**config.mk**
```make
export PLATFORM = sky130hd
export DESIGN_NAME = bfp_ram
export DESIGN_NICKNAME = d
export VERILOG_FILES = /design/src/design/bfp_ram.sv
export SDC_FILE = /design/constraint.sdc
export NUM_CORES = 1
export LEC_CHECK = 0
export ABC_AREA = 1
export BUFFER_PORTS_ARGS = -buffer_cell sky130_fd_sc_hd__buf_2
export CAP_MARGIN = 10
export CELL_PAD_IN_SITES_DETAIL_PLACEMENT = 0
export CELL_PAD_IN_SITES_GLOBAL_PLACEMENT = 1
export CORE_UTILIZATION = 35
export DETAILED_ROUTE_END_ITERATION = 8
export GPL_TIMING_DRIVEN = 0
export PLACE_DENSITY = 0.6
export SLEW_MARGIN = 5
export SYNTH_ARGS = -nofsm -noshare
export SYNTH_HDL_FRONTEND = slang
export SYNTH_SLANG_ARGS = --single-unit
export TNS_END_PERCENT = 10
```
**constraint.sdc**
```tcl
create_clock -name clk_i -period 1.4 [get_ports clk_i]
set_input_delay 0.28 -clock clk_i [delete_from_list [all_inputs] [get_ports clk_i]]
set_output_delay 0.28 -clock clk_i [all_outputs]
set_load 0.1 [all_outputs]
```
**src/design/bfp_ram.sv**
```systemverilog
// ----------------------------------------------------------------------------
// bfp_ram
// Generic single-clock RAM, one write port and one read port with a
// registered read.
// ----------------------------------------------------------------------------
module bfp_ram #(
  parameter int unsigned WIDTH = 8,
  parameter int unsigned DEPTH = 16,
  localparam int unsigned AW   = $clog2(DEPTH)
) (
  input  logic             clk_i,
  input  logic             we_i,
  input  logic [AW-1:0]    waddr_i,
  input  logic [WIDTH-1:0] wdata_i,
  input  logic [AW-1:0]    raddr_i,
  output logic [WIDTH-1:0] rdata_o
);

  logic [WIDTH-1:0] mem_q [DEPTH];

  always_ff @(posedge clk_i) begin
    if (we_i) begin
      mem_q[waddr_i] <= wdata_i;
    end
    rdata_o <= mem_q[raddr_i];
  end

endmodule

```
# Yosys cells after proc, flatten, opt, wreduce, memory -nomap -nowiden
# Memories as Yosys holds them, arrays and structs flattened. A register that Yosys moved wholly into a read port is not among the register bits.
# Cells that the tools add are included.
# Widths: inputs -> output; s select.
# totals
mem_count	1
reg_bits	0
input_bits	18
ramBits	128
wordCells	3
out_inout_bits	8
# classes
muxes	2
# mem_list
name	words	word_bits	read_ports	rd_clocked_by_memory_dff	write_ports	line_no	rtl
mem_q	16	8	1	1	1	19	logic [WIDTH-1:0] mem_q [DEPTH];
# op_table
cell	count
$mux 1	2

# Longest topological paths before layout
# depth
depth_word	2
depth_mapped	8
depth_no_buf	7

# Least setup slack after synthesis
# No wires, ideal clock.
# synth_path
path_type	input-to-reg
startpoint	input waddr_i[2]
endpoint	memory mem_q[10][0] (enable)
path_stages	2
setup_time_ns	0.370
path_slack_ns	0.169
required_ns	1.030
t_arrival_ns	0.861
n_path_buf	0
cell_sequence	nand3b_1 -> nor2_1
# synth_lines
element	line_no	rtl
start: declaration	13	input logic [AW-1:0] waddr_i,
end: declaration	19	
# Straight into the memory's write port.

# Worst setup path in the final report
# layout_path
startpoint	input waddr_i[3]
endpoint	memory mem_q[5][1] (enable)
# Straight into the memory's write port.

==> metrics.md <==
| Metric | Value |
|---|---|
| Initial Util | `36.0%` |
| Area of the die | `~0.017 sq mm` |
| IO Count | `26` |
| Leakage power | `0.00290 uW` |
| Status | `complete, no violations` |
| Critical path class | `in2reg` |
| Psw | `roughly 2300 uW` |
| Sequential Power Share | `46.8%` |
| Worst-path clk slew | `approximately 60 ps` |
| Register area share after synthesis | `69.4%` |
| Flops & latches, synth | `136` |
| Post-CTS setup buffer count | `0` |
| Power Internal | `7460 uW` |
| Hold-fix buffer count after cts | `0` |
| # DRC | `0` |
| Worst-Skew Late Latency | `430 ps` |
| TritonCTS clock tree | `yes` |
| Routed Antenna Nets | `0` |
| Synth top area cells | `edfxtp_1 (67%), nand2_1 (11%), nand3_1 (8.4%), inv_1 (6.5%), dfxtp_1 (2.8%)` |
| Clk pwr share | `44.9%` |
| Ys Warns | `0` |
| Fin. Hold Viols | `0` |
| Worst IR drop on VDD | `0.937 mV` |
| Final setup violating endpoints | `0` |
| Root buffer cell | `clkbuf_16` |
| Global route overflow | `0` |
| Largest net degree at the start of global routing | `17` |
| First-pass GRT wire length | `roughly 23000 microns` |
| Drt wl/cell | `18.4 microns` |
| Port buffer count | `22` |
| Worst-path fanout max | `8` |
| Fin Hold WS | `276 ps` |
| Clk_skew | `9.40 ps` |
| Fin cells | `821` |
| Critical path endpoint category | `register` |
| CP arrival | `1400 ps` |
| Total Wirelength | `between 15000 and 20000 microns` |
| PwrDens | `1440 mW/mm^2` |
| Tightest Hold Check Type | `in2reg` |
| Sink Count | `between 100 and 150` |
| Data required time of the worst path | `1450 ps` |
| Fin Setup TNS | `0 ps` |
| Vias | `roughly 3.8k` |
| Die height | `130 microns` |
| Unrepaired setup endpoints after global routing | `false` |
| Most common cell after layout, fill and taps aside | `nand2_1` |
| Routability cong. | `0.772` |
| Post-Syn Instances | `551` |
| Ratio of cells with drive above 1 in the final layout | `~14%` |
| Routed vias/inst | `4.63` |
| Min Tclk post-route | `1360 ps` |
| Util after Layout | `between 40% and 50%` |
| Most frequent cells in the layout | `nand2_1 (173), edfxtp_1 (128), inv_1 (100), nand3_1 (97), buf_2 (27)` |
| Startpoint class of the critical path | `primary input` |
| Yosys top cell area share | `66.7%` |
| Antenna cells | `0` |
| DIE WIDTH | `130 microns` |
| Post-route cell area | `0.00678 sq mm` |
| Post-detail-place hpwl | `9830 microns` |
| Max Root-Sink Buffers | `2` |
| Num CTS Buffers | `17` |
| Initial DRC count | `226` |
| Synthesized cell area | `0.00577 sq mm` |
| Fin crit share | `96.8%` |
| Rel. slew slack | `38.3%` |
| Total Routing Usage GR | `between 10% and 20%` |
| Drt pass-1 iters | `5` |
| Slew Viols, Final | `0` |
| H-tree lvl count | `4` |
| Placed Cells | `slightly below 800` |
| Synthesis-to-layout area growth | `17.5%` |
| Vias in the first global route | `3657` |
| Distinct cell type count after synthesis | `12` |
| Reg2reg path depth | `6` |
| Worst hold stages | `1` |
| Filler Cells Inserted | `1582` |
| # rows | `46` |
| Switching share of power | `roughly a quarter` |
| F_max | `738 MHz` |
| Fin nets | `610` |
| Worst-margin pin slew | `922 ps` |
| Core Region | `0.0160 sq mm` |
| Post-synth top area cell | `edfxtp_1` |
| Comb power frac | `8.3%` |
| Avg Inst Size Synth | `between 10 and 15 sq um` |
| Initial antenna violation count | `0` |
| Dpl cell area | `0.00615 sq mm` |
| Max-Cap Viols | `0` |
| Syn nets | `569` |
final timing paths:
path	from	endpoint	slack (ps)
max	waddr_i[3]	mem_q[5][1]	40
min	wdata_i[2]	mem_q[0][2]	280
max reg2reg	mem_q[15][0]	rdata_o[0]	320
min reg2reg	mem_q[4][1]	rdata_o[1]	700
worst max-delay path, cell delays in order:
cell      delay, ps
buf_2           120
nand3b_1        300
nor2_1          700
registers in the layout, summed over array words and instances (netlist names):
signal / cells
mem_q: 128
rdata_o: 8
final cells by class:
cell class / instances / area [sq um] / share of cell area [%]
multi-input combinational: 289 / 1220 / 18.1
clock inverter: 9 / 57.6 / 0.849
buffer: 24 / 166 / 2.46
sequential: 136 / 4000 / 59.1
timing repair buffer: 22 / 130 / 1.92
clock buffer: 23 / 543 / 8.01
inverter: 102 / 383 / 5.65
tap: 216 / 270 / 3.99
repair_timing:
| action | CTS | global route |
|---|---|---|
| resized for setup | 10 | 2 |
| setup endpoints to repair | 24 | 16 |
| pin swaps | 0 | 0 |
power groups by stage:
stage	logic, uW	clock network, uW	registers (uW)
after floorplan	321	0	4850
after global placement	795	0	4660
after detailed placement	799	0	4660
after CTS	820	4460	4580
after global routing	878	4620	4580
final	813	4400	4580
synthesized netlist by cell type:
master    count
buf_2        13
nand3b_1      2
inv_1       100
dfxtp_1       8
nand3_1      97
nand2_1     173
buf_4         4
inv_2         2
edfxtp_1    128
buf_1         1
nor2_1       17
buf_6         6
cell families after synthesis:
family	share of synthesized area, %
and+or+nand+nor	21.0
DFF	69.4
buffers and inverters	9.52
routing by layer:
layer,vias to the layer above,track usage (%),routed length [microns]
li1,1858,-,-
met1,1807,27.6,7270
met2,110,29.8,6740
met3,28,3.40,686
met4,0,9.13,389
met5,-,0,0
stage by stage:
stage	setup WS, ps	power, uW
6_report	44.9	9780
5_1_grt	6.31	10100
4_1_cts	30.2	9860
3_5_place_dp	-664	5460
3_3_place_gp	-584	5450
2_1_floorplan	169	5170
Note: power is estimated with default switching activity, not from simulation.
