### src/design/bfp_pkg.sv
// ----------------------------------------------------------------------------
// bfp_pkg
// Sizes, codes, memory port bundles and the character decoder shared by the
// Brainfuck processor modules.
// ----------------------------------------------------------------------------
package bfp_pkg;

  localparam int unsigned PROG_DEPTH  = 4096;
  localparam int unsigned TAPE_DEPTH  = 32768;
  localparam int unsigned STACK_DEPTH = 64;
  localparam int unsigned CELL_BITS   = 8;

  localparam int unsigned PROG_AW = $clog2(PROG_DEPTH);
  localparam int unsigned PC_W    = $clog2(PROG_DEPTH + 1);
  localparam int unsigned TAPE_AW = $clog2(TAPE_DEPTH);
  localparam int unsigned STK_AW  = $clog2(STACK_DEPTH);
  localparam int unsigned SD_W    = $clog2(STACK_DEPTH + 1);
  localparam int unsigned CHAR_W  = 8;
  localparam int unsigned STAT_W  = 3;
  localparam int unsigned OP_W    = 3;

  localparam logic [CHAR_W-1:0] CH_RIGHT = 8'h3E;
  localparam logic [CHAR_W-1:0] CH_LEFT  = 8'h3C;
  localparam logic [CHAR_W-1:0] CH_PLUS  = 8'h2B;
  localparam logic [CHAR_W-1:0] CH_MINUS = 8'h2D;
  localparam logic [CHAR_W-1:0] CH_OUT   = 8'h2E;
  localparam logic [CHAR_W-1:0] CH_IN    = 8'h2C;
  localparam logic [CHAR_W-1:0] CH_OPEN  = 8'h5B;
  localparam logic [CHAR_W-1:0] CH_CLOSE = 8'h5D;

  typedef enum logic [OP_W-1:0] {
    OP_RIGHT = 3'd0,
    OP_LEFT  = 3'd1,
    OP_PLUS  = 3'd2,
    OP_MINUS = 3'd3,
    OP_OUT   = 3'd4,
    OP_IN    = 3'd5,
    OP_OPEN  = 3'd6,
    OP_CLOSE = 3'd7
  } op_e;

  typedef enum logic [STAT_W-1:0] {
    STAT_OK        = 3'd0,
    STAT_HALT      = 3'd1,
    STAT_FULL      = 3'd2,
    STAT_OVERFLOW  = 3'd3,
    STAT_UNMATCHED = 3'd4
  } status_e;

  typedef enum logic [0:0] {
    REQ_LOAD = 1'b0,
    REQ_STEP = 1'b1
  } req_e;

  typedef struct packed {
    logic                hit;
    op_e                 op;
  } dec_t;

  typedef struct packed {
    logic                we;
    logic [PROG_AW-1:0]  waddr;
    logic [OP_W-1:0]     wdata;
    logic [PROG_AW-1:0]  raddr;
  } prog_port_t;

  typedef struct packed {
    logic                we;
    logic [TAPE_AW-1:0]  waddr;
    logic [CELL_BITS-1:0] wdata;
    logic [TAPE_AW-1:0]  raddr;
  } tape_port_t;

  typedef struct packed {
    logic                we;
    logic [STK_AW-1:0]   waddr;
    logic [PROG_AW-1:0]  wdata;
    logic [STK_AW-1:0]   raddr;
  } stk_port_t;

  function automatic dec_t decode_char(input logic [CHAR_W-1:0] c);
    dec_t d;
    d.hit = 1'b1;
    d.op  = OP_RIGHT;
    unique case (c)
      CH_RIGHT: d.op = OP_RIGHT;
      CH_LEFT:  d.op = OP_LEFT;
      CH_PLUS:  d.op = OP_PLUS;
      CH_MINUS: d.op = OP_MINUS;
      CH_OUT:   d.op = OP_OUT;
      CH_IN:    d.op = OP_IN;
      CH_OPEN:  d.op = OP_OPEN;
      CH_CLOSE: d.op = OP_CLOSE;
      default:  d.hit = 1'b0;
    endcase
    return d;
  endfunction

endpackage

### src/design/bfp_if.sv
// ----------------------------------------------------------------------------
// bfp_if
// Valid/ready channels of the Brainfuck processor: request and result.
// ----------------------------------------------------------------------------
interface bfp_in_if;
  import bfp_pkg::*;

  logic              valid;
  logic              ready;
  logic              req_type;
  logic [CHAR_W-1:0] prog_char;
  logic [CHAR_W-1:0] in_value;

  modport source (output valid, req_type, prog_char, in_value, input ready);
  modport sink   (input valid, req_type, prog_char, in_value, output ready);
endinterface

interface bfp_out_if;
  import bfp_pkg::*;

  logic              valid;
  logic              ready;
  logic              out_valid;
  logic [CHAR_W-1:0] out_value;
  logic              in_taken;
  logic [STAT_W-1:0] status;
  logic [PC_W-1:0]   pc_now;

  modport source (output valid, out_valid, out_value, in_taken, status, pc_now,
                  input ready);
  modport sink   (input valid, out_valid, out_value, in_taken, status, pc_now,
                  output ready);
endinterface

### src/design/bfp_ctrl.sv
// ----------------------------------------------------------------------------
// bfp_ctrl
// Sequencer of the Brainfuck processor: clears the tape after reset, appends
// program opcodes, and executes one instruction per step request by reading
// program, tape and loop stack and writing the results back.
// ----------------------------------------------------------------------------
module bfp_ctrl (
  input  logic                      clk_i,
  input  logic                      rst_ni,
  bfp_in_if.sink                    in_i,
  bfp_out_if.source                 out_o,
  output bfp_pkg::prog_port_t       prog_o,
  input  logic [bfp_pkg::OP_W-1:0]  prog_rdata_i,
  output bfp_pkg::tape_port_t       tape_o,
  input  logic [bfp_pkg::CELL_BITS-1:0] tape_rdata_i,
  output bfp_pkg::stk_port_t        stk_o,
  input  logic [bfp_pkg::PROG_AW-1:0] stk_rdata_i
);
  import bfp_pkg::*;

  typedef enum logic [2:0] {
    S_CLEAR = 3'b001,
    S_IDLE  = 3'b010,
    S_EXEC  = 3'b100
  } state_e;

  state_e               state_q, state_d;
  logic [TAPE_AW-1:0]   clr_q, clr_d;
  logic [PC_W-1:0]      cnt_q, cnt_d;
  logic [PC_W-1:0]      pc_q, pc_d;
  logic [TAPE_AW-1:0]   dp_q, dp_d;
  logic [SD_W-1:0]      sd_q, sd_d;
  logic [PC_W-1:0]      skip_q, skip_d;
  status_e              err_q, err_d;
  logic [CHAR_W-1:0]    inval_q, inval_d;

  logic                 ov_q, ov_d;
  logic                 o_outv_q, o_outv_d;
  logic [CHAR_W-1:0]    o_val_q, o_val_d;
  logic                 o_taken_q, o_taken_d;
  status_e              o_stat_q, o_stat_d;
  logic [PC_W-1:0]      o_pc_q, o_pc_d;

  logic                 accept;
  dec_t                 dec;
  op_e                  op;
  logic [CELL_BITS-1:0] cell_val;
  logic [SD_W-1:0]      sd_m1;
  logic [PC_W-1:0]      pc_inc;

  assign in_i.ready = (state_q == S_IDLE) && (!ov_q || out_o.ready);
  assign accept     = in_i.valid && in_i.ready;

  assign dec      = decode_char(in_i.prog_char);
  assign op       = op_e'(prog_rdata_i);
  assign cell_val = tape_rdata_i;
  assign sd_m1    = sd_q - SD_W'(1);
  assign pc_inc   = pc_q + PC_W'(1);

  always_comb begin
    state_d   = state_q;
    clr_d     = clr_q;
    cnt_d     = cnt_q;
    pc_d      = pc_q;
    dp_d      = dp_q;
    sd_d      = sd_q;
    skip_d    = skip_q;
    err_d     = err_q;
    inval_d   = inval_q;
    ov_d      = ov_q && !out_o.ready;
    o_outv_d  = o_outv_q;
    o_val_d   = o_val_q;
    o_taken_d = o_taken_q;
    o_stat_d  = o_stat_q;
    o_pc_d    = o_pc_q;

    // Reads run every cycle from the current registers; the data lines up
    // with the execute cycle that follows an accepted step.
    prog_o.we    = 1'b0;
    prog_o.waddr = cnt_q[PROG_AW-1:0];
    prog_o.wdata = dec.op;
    prog_o.raddr = pc_q[PROG_AW-1:0];
    tape_o.we    = 1'b0;
    tape_o.waddr = dp_q;
    tape_o.wdata = '0;
    tape_o.raddr = dp_q;
    stk_o.we     = 1'b0;
    stk_o.waddr  = sd_q[STK_AW-1:0];
    stk_o.wdata  = pc_q[PROG_AW-1:0];
    stk_o.raddr  = sd_m1[STK_AW-1:0];

    unique case (state_q)
      S_CLEAR: begin
        tape_o.we    = 1'b1;
        tape_o.waddr = clr_q;
        clr_d        = clr_q + TAPE_AW'(1);
        if (clr_q == TAPE_AW'(TAPE_DEPTH - 1)) begin
          state_d = S_IDLE;
        end
      end

      S_IDLE: begin
        if (accept) begin
          inval_d   = in_i.in_value;
          o_outv_d  = 1'b0;
          o_val_d   = '0;
          o_taken_d = 1'b0;
          o_pc_d    = pc_q;
          if (in_i.req_type == REQ_LOAD) begin
            ov_d     = 1'b1;
            o_stat_d = err_q;
            if (dec.hit) begin
              if (cnt_q < PC_W'(PROG_DEPTH)) begin
                prog_o.we = 1'b1;
                cnt_d     = cnt_q + PC_W'(1);
              end else begin
                o_stat_d = STAT_FULL;
              end
            end
          end else if (err_q != STAT_OK) begin
            ov_d     = 1'b1;
            o_stat_d = err_q;
          end else if (pc_q >= cnt_q) begin
            ov_d     = 1'b1;
            err_d    = STAT_HALT;
            o_stat_d = STAT_HALT;
          end else begin
            state_d = S_EXEC;
          end
        end
      end

      S_EXEC: begin
        state_d   = S_IDLE;
        o_outv_d  = 1'b0;
        o_val_d   = '0;
        o_taken_d = 1'b0;
        if (skip_q != '0) begin
          if (op == OP_OPEN) begin
            skip_d = skip_q + PC_W'(1);
          end else if (op == OP_CLOSE) begin
            skip_d = skip_q - PC_W'(1);
          end
          pc_d = pc_inc;
        end else begin
          case (op)
            OP_RIGHT: begin
              dp_d = (dp_q == TAPE_AW'(TAPE_DEPTH - 1)) ? '0 : dp_q + TAPE_AW'(1);
              pc_d = pc_inc;
            end
            OP_LEFT: begin
              dp_d = (dp_q == '0) ? TAPE_AW'(TAPE_DEPTH - 1) : dp_q - TAPE_AW'(1);
              pc_d = pc_inc;
            end
            OP_PLUS: begin
              tape_o.we    = 1'b1;
              tape_o.wdata = cell_val + CELL_BITS'(1);
              pc_d         = pc_inc;
            end
            OP_MINUS: begin
              tape_o.we    = 1'b1;
              tape_o.wdata = cell_val - CELL_BITS'(1);
              pc_d         = pc_inc;
            end
            OP_OUT: begin
              o_outv_d = 1'b1;
              o_val_d  = cell_val[CHAR_W-1:0];
              pc_d     = pc_inc;
            end
            OP_IN: begin
              tape_o.we    = 1'b1;
              tape_o.wdata = CELL_BITS'(inval_q);
              o_taken_d    = 1'b1;
              pc_d         = pc_inc;
            end
            OP_OPEN: begin
              if (cell_val == '0) begin
                skip_d = PC_W'(1);
                pc_d   = pc_inc;
              end else if (sd_q >= SD_W'(STACK_DEPTH)) begin
                err_d = STAT_OVERFLOW;
              end else begin
                stk_o.we = 1'b1;
                sd_d     = sd_q + SD_W'(1);
                pc_d     = pc_inc;
              end
            end
            default: begin
              if (sd_q == '0) begin
                err_d = STAT_UNMATCHED;
              end else if (cell_val != '0) begin
                // Jump back to the instruction just after the matching open.
                pc_d = PC_W'(stk_rdata_i) + PC_W'(1);
              end else begin
                sd_d = sd_m1;
                pc_d = pc_inc;
              end
            end
          endcase
        end
        if (err_d == STAT_OK && pc_d >= cnt_q) begin
          err_d = STAT_HALT;
        end
        ov_d     = 1'b1;
        o_stat_d = err_d;
        o_pc_d   = pc_d;
      end

      default: begin
        state_d = S_IDLE;
      end
    endcase
  end

  always_ff @(posedge clk_i or negedge rst_ni) begin
    if (!rst_ni) begin
      state_q <= S_CLEAR;
      clr_q   <= '0;
      cnt_q   <= '0;
      pc_q    <= '0;
      dp_q    <= '0;
      sd_q    <= '0;
      skip_q  <= '0;
      err_q   <= STAT_OK;
      ov_q    <= 1'b0;
    end else begin
      state_q <= state_d;
      clr_q   <= clr_d;
      cnt_q   <= cnt_d;
      pc_q    <= pc_d;
      dp_q    <= dp_d;
      sd_q    <= sd_d;
      skip_q  <= skip_d;
      err_q   <= err_d;
      ov_q    <= ov_d;
    end
  end

  always_ff @(posedge clk_i) begin
    inval_q   <= inval_d;
    o_outv_q  <= o_outv_d;
    o_val_q   <= o_val_d;
    o_taken_q <= o_taken_d;
    o_stat_q  <= o_stat_d;
    o_pc_q    <= o_pc_d;
  end

  assign out_o.valid     = ov_q;
  assign out_o.out_valid = o_outv_q;
  assign out_o.out_value = o_val_q;
  assign out_o.in_taken  = o_taken_q;
  assign out_o.status    = o_stat_q;
  assign out_o.pc_now    = o_pc_q;

endmodule

### src/flat_wrapper.sv
// flat-port wrapper written by rule: the top's interface ports become plain ports
module bfp_ctrl_flat import bfp_pkg::*;
  (clk_i, rst_ni, prog_o, prog_rdata_i, tape_o, tape_rdata_i, stk_o, stk_rdata_i, in_i_valid, in_i_req_type, in_i_prog_char, in_i_in_value, in_i_ready, out_o_valid, out_o_out_valid, out_o_out_value, out_o_in_taken, out_o_status, out_o_pc_now, out_o_ready);
  bfp_in_if in_i_i ();
  bfp_out_if out_o_i ();
  input  logic clk_i;
  input  logic rst_ni;
  output bfp_pkg::prog_port_t prog_o;
  input  logic [bfp_pkg::OP_W-1:0] prog_rdata_i;
  output bfp_pkg::tape_port_t tape_o;
  input  logic [bfp_pkg::CELL_BITS-1:0] tape_rdata_i;
  output bfp_pkg::stk_port_t stk_o;
  input  logic [bfp_pkg::PROG_AW-1:0] stk_rdata_i;
  input wire logic [$bits(in_i_i.valid)-1:0] in_i_valid;
  input wire logic [$bits(in_i_i.req_type)-1:0] in_i_req_type;
  input wire logic [$bits(in_i_i.prog_char)-1:0] in_i_prog_char;
  input wire logic [$bits(in_i_i.in_value)-1:0] in_i_in_value;
  output wire logic [$bits(in_i_i.ready)-1:0] in_i_ready;
  output wire logic [$bits(out_o_i.valid)-1:0] out_o_valid;
  output wire logic [$bits(out_o_i.out_valid)-1:0] out_o_out_valid;
  output wire logic [$bits(out_o_i.out_value)-1:0] out_o_out_value;
  output wire logic [$bits(out_o_i.in_taken)-1:0] out_o_in_taken;
  output wire logic [$bits(out_o_i.status)-1:0] out_o_status;
  output wire logic [$bits(out_o_i.pc_now)-1:0] out_o_pc_now;
  input wire logic [$bits(out_o_i.ready)-1:0] out_o_ready;
  assign in_i_i.valid = in_i_valid;
  assign in_i_i.req_type = in_i_req_type;
  assign in_i_i.prog_char = in_i_prog_char;
  assign in_i_i.in_value = in_i_in_value;
  assign in_i_ready = in_i_i.ready;
  assign out_o_valid = out_o_i.valid;
  assign out_o_out_valid = out_o_i.out_valid;
  assign out_o_out_value = out_o_i.out_value;
  assign out_o_in_taken = out_o_i.in_taken;
  assign out_o_status = out_o_i.status;
  assign out_o_pc_now = out_o_i.pc_now;
  assign out_o_i.ready = out_o_ready;
  bfp_ctrl u_core (.clk_i(clk_i), .rst_ni(rst_ni), .in_i(in_i_i), .out_o(out_o_i), .prog_o(prog_o), .prog_rdata_i(prog_rdata_i), .tape_o(tape_o), .tape_rdata_i(tape_rdata_i), .stk_o(stk_o), .stk_rdata_i(stk_rdata_i));
endmodule
### config.mk
export PLATFORM = sky130hd
export DESIGN_NAME = bfp_ctrl_flat
export DESIGN_NICKNAME = d
export VERILOG_FILES = /design/src/design/bfp_pkg.sv /design/src/design/bfp_if.sv /design/src/design/bfp_ctrl.sv /design/src/flat_wrapper.sv
export SDC_FILE = /design/constraint.sdc
export NUM_CORES = 1
export LEC_CHECK = 0
export BUFFER_PORTS_ARGS = -buffer_cell sky130_fd_sc_hd__buf_2
export CAP_MARGIN = 20
export CORE_ASPECT_RATIO = 1.75
export CORE_MARGIN = 2
export CORE_UTILIZATION = 30
export CTS_CLUSTER_SIZE = 14
export DETAILED_ROUTE_END_ITERATION = 10
export PLACE_DENSITY = 0.51
export RECOVER_POWER = 50
export SLEW_MARGIN = 20
export SYNTH_ARGS = -nofsm -noshare
export SYNTH_HDL_FRONTEND = slang
export SYNTH_SLANG_ARGS = --single-unit
### constraint.sdc
create_clock -name clk_i -period 3.95 [get_ports clk_i]
set_input_delay 0.79 -clock clk_i [delete_from_list [all_inputs] [get_ports clk_i]]
set_output_delay 0.79 -clock clk_i [all_outputs]
set_load 0.1 [all_outputs]
=== Yosys cells after proc, flatten, opt, wreduce, memory -nomap -nowiden ===
Cells that the tools add are included.

* $add $sub $neg: 12
* Order comparisons: 4
* Equality and inequality tests: 31
* Muxes and demuxes: 81
* Bitwise logic cells: 3
* Reduce and logical (&&, ||, !) cells: 32

{| class="wikitable"
|+ Operators by type and width
! operator !! number
|-
| 13-bit two-way mux || 12
|-
| 3-bit two-way mux || 20
|-
| 13-bit case mux with 2 select lines || 2
|-
| 8-bit by 6-bit == test with 1-bit output (second input constant) || 6
|-
| 15-bit two-way mux || 3
|-
| 8-bit two-way mux || 5
|-
| 13-bit by 1-bit adder with 13-bit output (second input constant) || 3
|-
| 15-bit by 1-bit adder with 15-bit output (second input constant) || 2
|-
| 15-bit == test (second input constant) || 2
|-
| 15-bit case mux with 2 select lines || 1
|-
| 7-bit two-way mux || 4
|-
| 13-bit greater-or-equal comparator || 2
|-
| 3-bit case mux with 2 select lines || 4
|-
| 8-bit case mux with 3 select lines || 1
|-
| 1-bit two-way mux || 22
|-
| 3-bit case mux with 7 select lines || 1
|-
| 8-bit by 7-bit == test with 1-bit output (second input constant) || 2
|-
| 8-bit case mux with 2 select lines || 1
|-
| 3-bit == test (second input constant) || 5
|-
| 15-bit zero test || 1
|-
| 5-bit AND reduction || 3
|-
| 15-bit by 1-bit subtractor with 15-bit output (second input constant) || 1
|-
| 7-bit case mux with 2 select lines || 1
|-
| 12-bit by 1-bit adder with 13-bit output (second input constant) || 1
|-
| other kinds (31) || 58
|}

* Register bits after elaboration: 117
* Input port bits: 44

=== Logic depth before layout (Yosys ltp) ===
* Word-level depth: 10
* Mapped depth: 18
* Depth with buffers taken out: 17

=== Worst setup path before layout ===
OpenSTA, ideal clock, no wires.

* Path kind: reg2out
* Start: register u_core.ov_q (netlist: u_core.out_o.valid)
* End: output port prog_o[27] (netlist name)
* Arrival time: 5401 ps
* Data required time: 3160 ps
* Slack: -2241 ps
* Cell stages (with the launch flop): 7
* Buffers on the path: 1
* Cell sequence: dfrtp_1 > nor2b_1 > nor4b_1 > nand2_1 > inv_1 > and3_1 > buf_6

{| class="wikitable"
|+ RTL lines
! what !! RTL line !! source
|-
| from (decl) || bfp_ctrl.sv:37 || <nowiki>logic ov_q, ov_d;</nowiki>
|-
| from (signal assigned) || bfp_ctrl.sv:235 || <nowiki>ov_q <= ov_d;</nowiki>
|-
| to (decl) || flat_wrapper.sv:8 || <nowiki>output bfp_pkg::prog_port_t prog_o;</nowiki>
|}

==> impl_metrics.env <==
export IMPL_status="finished with violations"
export IMPL_violations="max-capacitance violations, max-slew violations"
export IMPL_r2r_worst_path_cells=18
export IMPL_port_buffers=163
export IMPL_fin_skew_ns=0.0136
export IMPL_arrival_ns=3.04
export IMPL_yosys_top_cells_area="dfrtp_1, edfxtp_1, ha_1"
export IMPL_netlist_instances=985
export IMPL_routed_wl_mm=27.4
export IMPL_multiInputGateArea_sq_mm=0.00501
export IMPL_grt_total_usage=0.183
export IMPL_cts_tree="built"
export IMPL_grtUsageMet2=0.363
export IMPL_crit_fanout=4
export IMPL_pre_cts_slack_ns=-0.382
export IMPL_ys_ff_latch=117
export IMPL_crit_path_end_kind="primary output"
export IMPL_gr_usage_met1=0.172
export IMPL_nNetsFinal=1270
export IMPL_drive_gt1_frac=0.254
export IMPL_ys_flop_type="dfrtp_1"
export IMPL_maxCapViolCount=1
export IMPL_routedWlPerCell_microns=17.4
export IMPL_clk_pin_slew_ns=0.06
export IMPL_cp_cell_sequence="buf_2, clkinvlp_4, nor3b_4, ha_1, a21o_1, a211oi_1, o21bai_1, a21o_1, a21oi_2, xnor2_2, o21ai_4, buf_12"
export IMPL_fmax_mhz=261
export IMPL_path_class="input pin to primary output"
export IMPL_syn_area_sq_mm=0.00860
export IMPL_power_w=0.00329
export IMPL_cts_buffers=17
export IMPL_powerDensity_mw_per_mm2=303
export IMPL_peakVddDrop_mv=0.278
export IMPL_grt_max_degree=60
export IMPL_start_util=0.302
export IMPL_coreArea_sq_mm=0.0284
export IMPL_slowest_delay_ns=0.27
export IMPL_grt_busiest_layer="met2"
export IMPL_dp_hpwl_mm=21.8
export IMPL_yosys_warnings=0
export IMPL_synth_cell_types=75
export IMPL_ioPinCount=164
export IMPL_cpMostUsedCell="a21o_1"
export IMPL_fin_crit_sh=0.970
export IMPL_fp_dieH_microns=228
export IMPL_holdPathStages=1
export IMPL_clk_latency_ns=0.45
export IMPL_syn_avg_cell_area_sq_um=8.73
export IMPL_dieArea_sq_mm=0.0301
export IMPL_area_delta_synth_final_pct=26.4
export IMPL_synth_edf_count=34
export IMPL_drt_iter0_drc=311
export IMPL_grt_use_met3=0.0500
export IMPL_final_antenna_net_count=0
export IMPL_vias=7942
export IMPL_finalInstanceArea_sq_mm=0.0109
export IMPL_postCtsHoldBufs=0
export IMPL_drcViolationCount=0
export IMPL_clock_sinks=117
export IMPL_placed_area_sq_mm=0.0103
export IMPL_routed_via_density=5.06
export IMPL_relSlewSlack=-0.106
export IMPL_final_max_slew_viol_count=60
export IMPL_grt_pass1_vias=8007
export IMPL_worstMarginPinSlew_ns=1.66
export IMPL_antenna_found_initial=10
export IMPL_fill_cells=2987
export IMPL_seq_area_frac_synth=0.361
export IMPL_startpoint_type="input pin"
export IMPL_gp_congestion=0.877
export IMPL_hp_class="flop to flop"
export IMPL_cts_buffer_depth=2
export IMPL_h_tree_depth=4
export IMPL_seq_area_sq_mm=0.00310
export IMPL_worst_slack_ns=0.119
export IMPL_fp_dieW_microns=132
export IMPL_drt_pass1_iter_count=6
export IMPL_synth_top_area_cell="dfrtp_1"
export IMPL_cts_root_buffer="clkbuf_16"
export IMPL_syn_nets=1082
export IMPL_cp_slowest_cell="nor3b_4"
export IMPL_required_ns=3.16
export IMPL_finalCriticalPeriod_ns=3.83
export IMPL_grt_pass1_wl_mm=42.9
export IMPL_synthArstFlopShare=0.709
export IMPL_finalHoldViolCount=0
export IMPL_final_util=0.382
export IMPL_p_leak_nw=4.80
export IMPL_gr_total_overflow=0
export IMPL_synth_top_area_share=0.239
export IMPL_reg2reg_slack_ns=0.19
export IMPL_setup_viol=0
export IMPL_placementRows=82
cell usage after synthesis (19+ instances only):
cell and count:
xnor2_1 49, nor3_1 29, nor2_1 74, inv_1 36, buf_4 42, ha_1 51
clkbuf_1 37, o21ai_0 79, and3_1 19, xor2_1 33, dfrtp_1 82, nand3_1 29
edfxtp_1 34, a21oi_1 59, nand2_1 111
final timing paths:
check,start,to
worst max register to register,u_core.sd_q[0],u_core.out_o.status[0]
worst min-delay path,u_core.clr_q[7],u_core.clr_q[7]
worst min register to register,u_core.clr_q[7],u_core.clr_q[7]
worst max-delay path,prog_rdata_i[0],tape_o[22]
min in group asynchronous,rst_ni,u_core.sd_q[0]
max in group asynchronous,rst_ni,u_core.cnt_q[5]
critical path, delay by kind of cell:
family                     cells  cell delay (ns)
AOI/OAI and AO/OA              6             1.18
and+or+nand+nor                1             0.27
buffers and inverters          3             0.43
xor gates and xnor gates       1             0.10
adders and majority gates      1             0.27
layer usage:
metal	wire, microns	share of wire
met5	74	0.0027
met3	1140	0.041
met2	15800	0.58
met1	9500	0.35
met4	891	0.033
cells in the final DEF (no fill, tap or decap), drive strengths merged, types with 5 or more instances in the layout:
master	instances
clkinv	8
nor3	33
dfrtp	82
ha	51
a21oi	59
nand3	30
o21ai	81
a31oi	9
xnor2	49
diode	7
a21o	17
and2	15
nor4	16
nor2b	7
edfxtp	34
nor3b	6
nor2	74
xor2	33
o21a	7
a211oi	9
o22ai	13
mux2	17
or4	5
clkbuf	64
o31ai	7
inv	36
and3	19
clkinvlp	6
nand4	16
buf	208
nand2	113
or3	5
flip-flops by register name, summed over array words and instances, names as in the netlist:
name / flops
u_core.inval_q: 8
u_core.sd_q: 7
u_core.clr_q: 15
u_core.state_q: 3
u_core.skip_q: 13
u_core.out_o.status: 3
u_core.pc_q: 13
u_core.dp_q: 15
u_core.out_o.valid: 1
u_core.out_o.pc_now: 13
u_core.out_o.out_value: 8
u_core.err_q: 3
u_core.out_o.in_taken: 1
u_core.cnt_q: 13
u_core.out_o.out_valid: 1
area by class of cell:
cell class | instances | area share
Multi-Input combinational cell | 746 | 0.461
Clock inverter | 15 | 0.0122
Antenna cell | 7 | 0.00161
Sequential cell | 117 | 0.285
Timing Repair Buffer | 255 | 0.144
Clock buffer | 17 | 0.0392
Tap cell | 378 | 0.0435
Inverter | 36 | 0.0131
cell families after synthesis:
kind of cell / after synthesis / synth area share
AO/OA/AOI/OAI: 241 / 0.172
XOR/XNOR: 82 / 0.0836
adder cells (fa/ha/maj): 53 / 0.0789
buffers and inverters: 122 / 0.0738
flip-flops: 117 / 0.361
multiplexers: 17 / 0.0223
AND/OR/NAND/NOR: 353 / 0.209
power by group:
group / total [W] / switching, W / internal (W)
clock network: 0.00147 / 0.000608 / 0.000862
registers: 0.00130 / 0.0000220 / 0.00127
logic: 0.000528 / 0.000386 / 0.000142
total: 0.00329 / 0.00102 / 0.00228
stage by stage:
| step | hold slack, ns | cells | setup TNS, ns |
|---|---|---|---|
| global route | 0.500 | 1568 | -0.0554 |
| detailed placement | 0.477 | 1529 | -0.741 |
| global placement | 0.481 | 1529 | -0.657 |
| floorplan | 0.450 | 985 | -0.0506 |
| CTS | 0.462 | 1561 | 0 |
| finish | 0.489 | 1571 | 0 |
repair_timing:
item | in CTS | in global routing
resized for setup | 6 | 14
pin swaps | 1 | 4
hold endpoints to repair | 0 | 0
endpoints found under the setup margin | 9 | 11
setup buffers | 0 | 3
cloned | 0 | 0
Power figures use the tool's default switching activity.
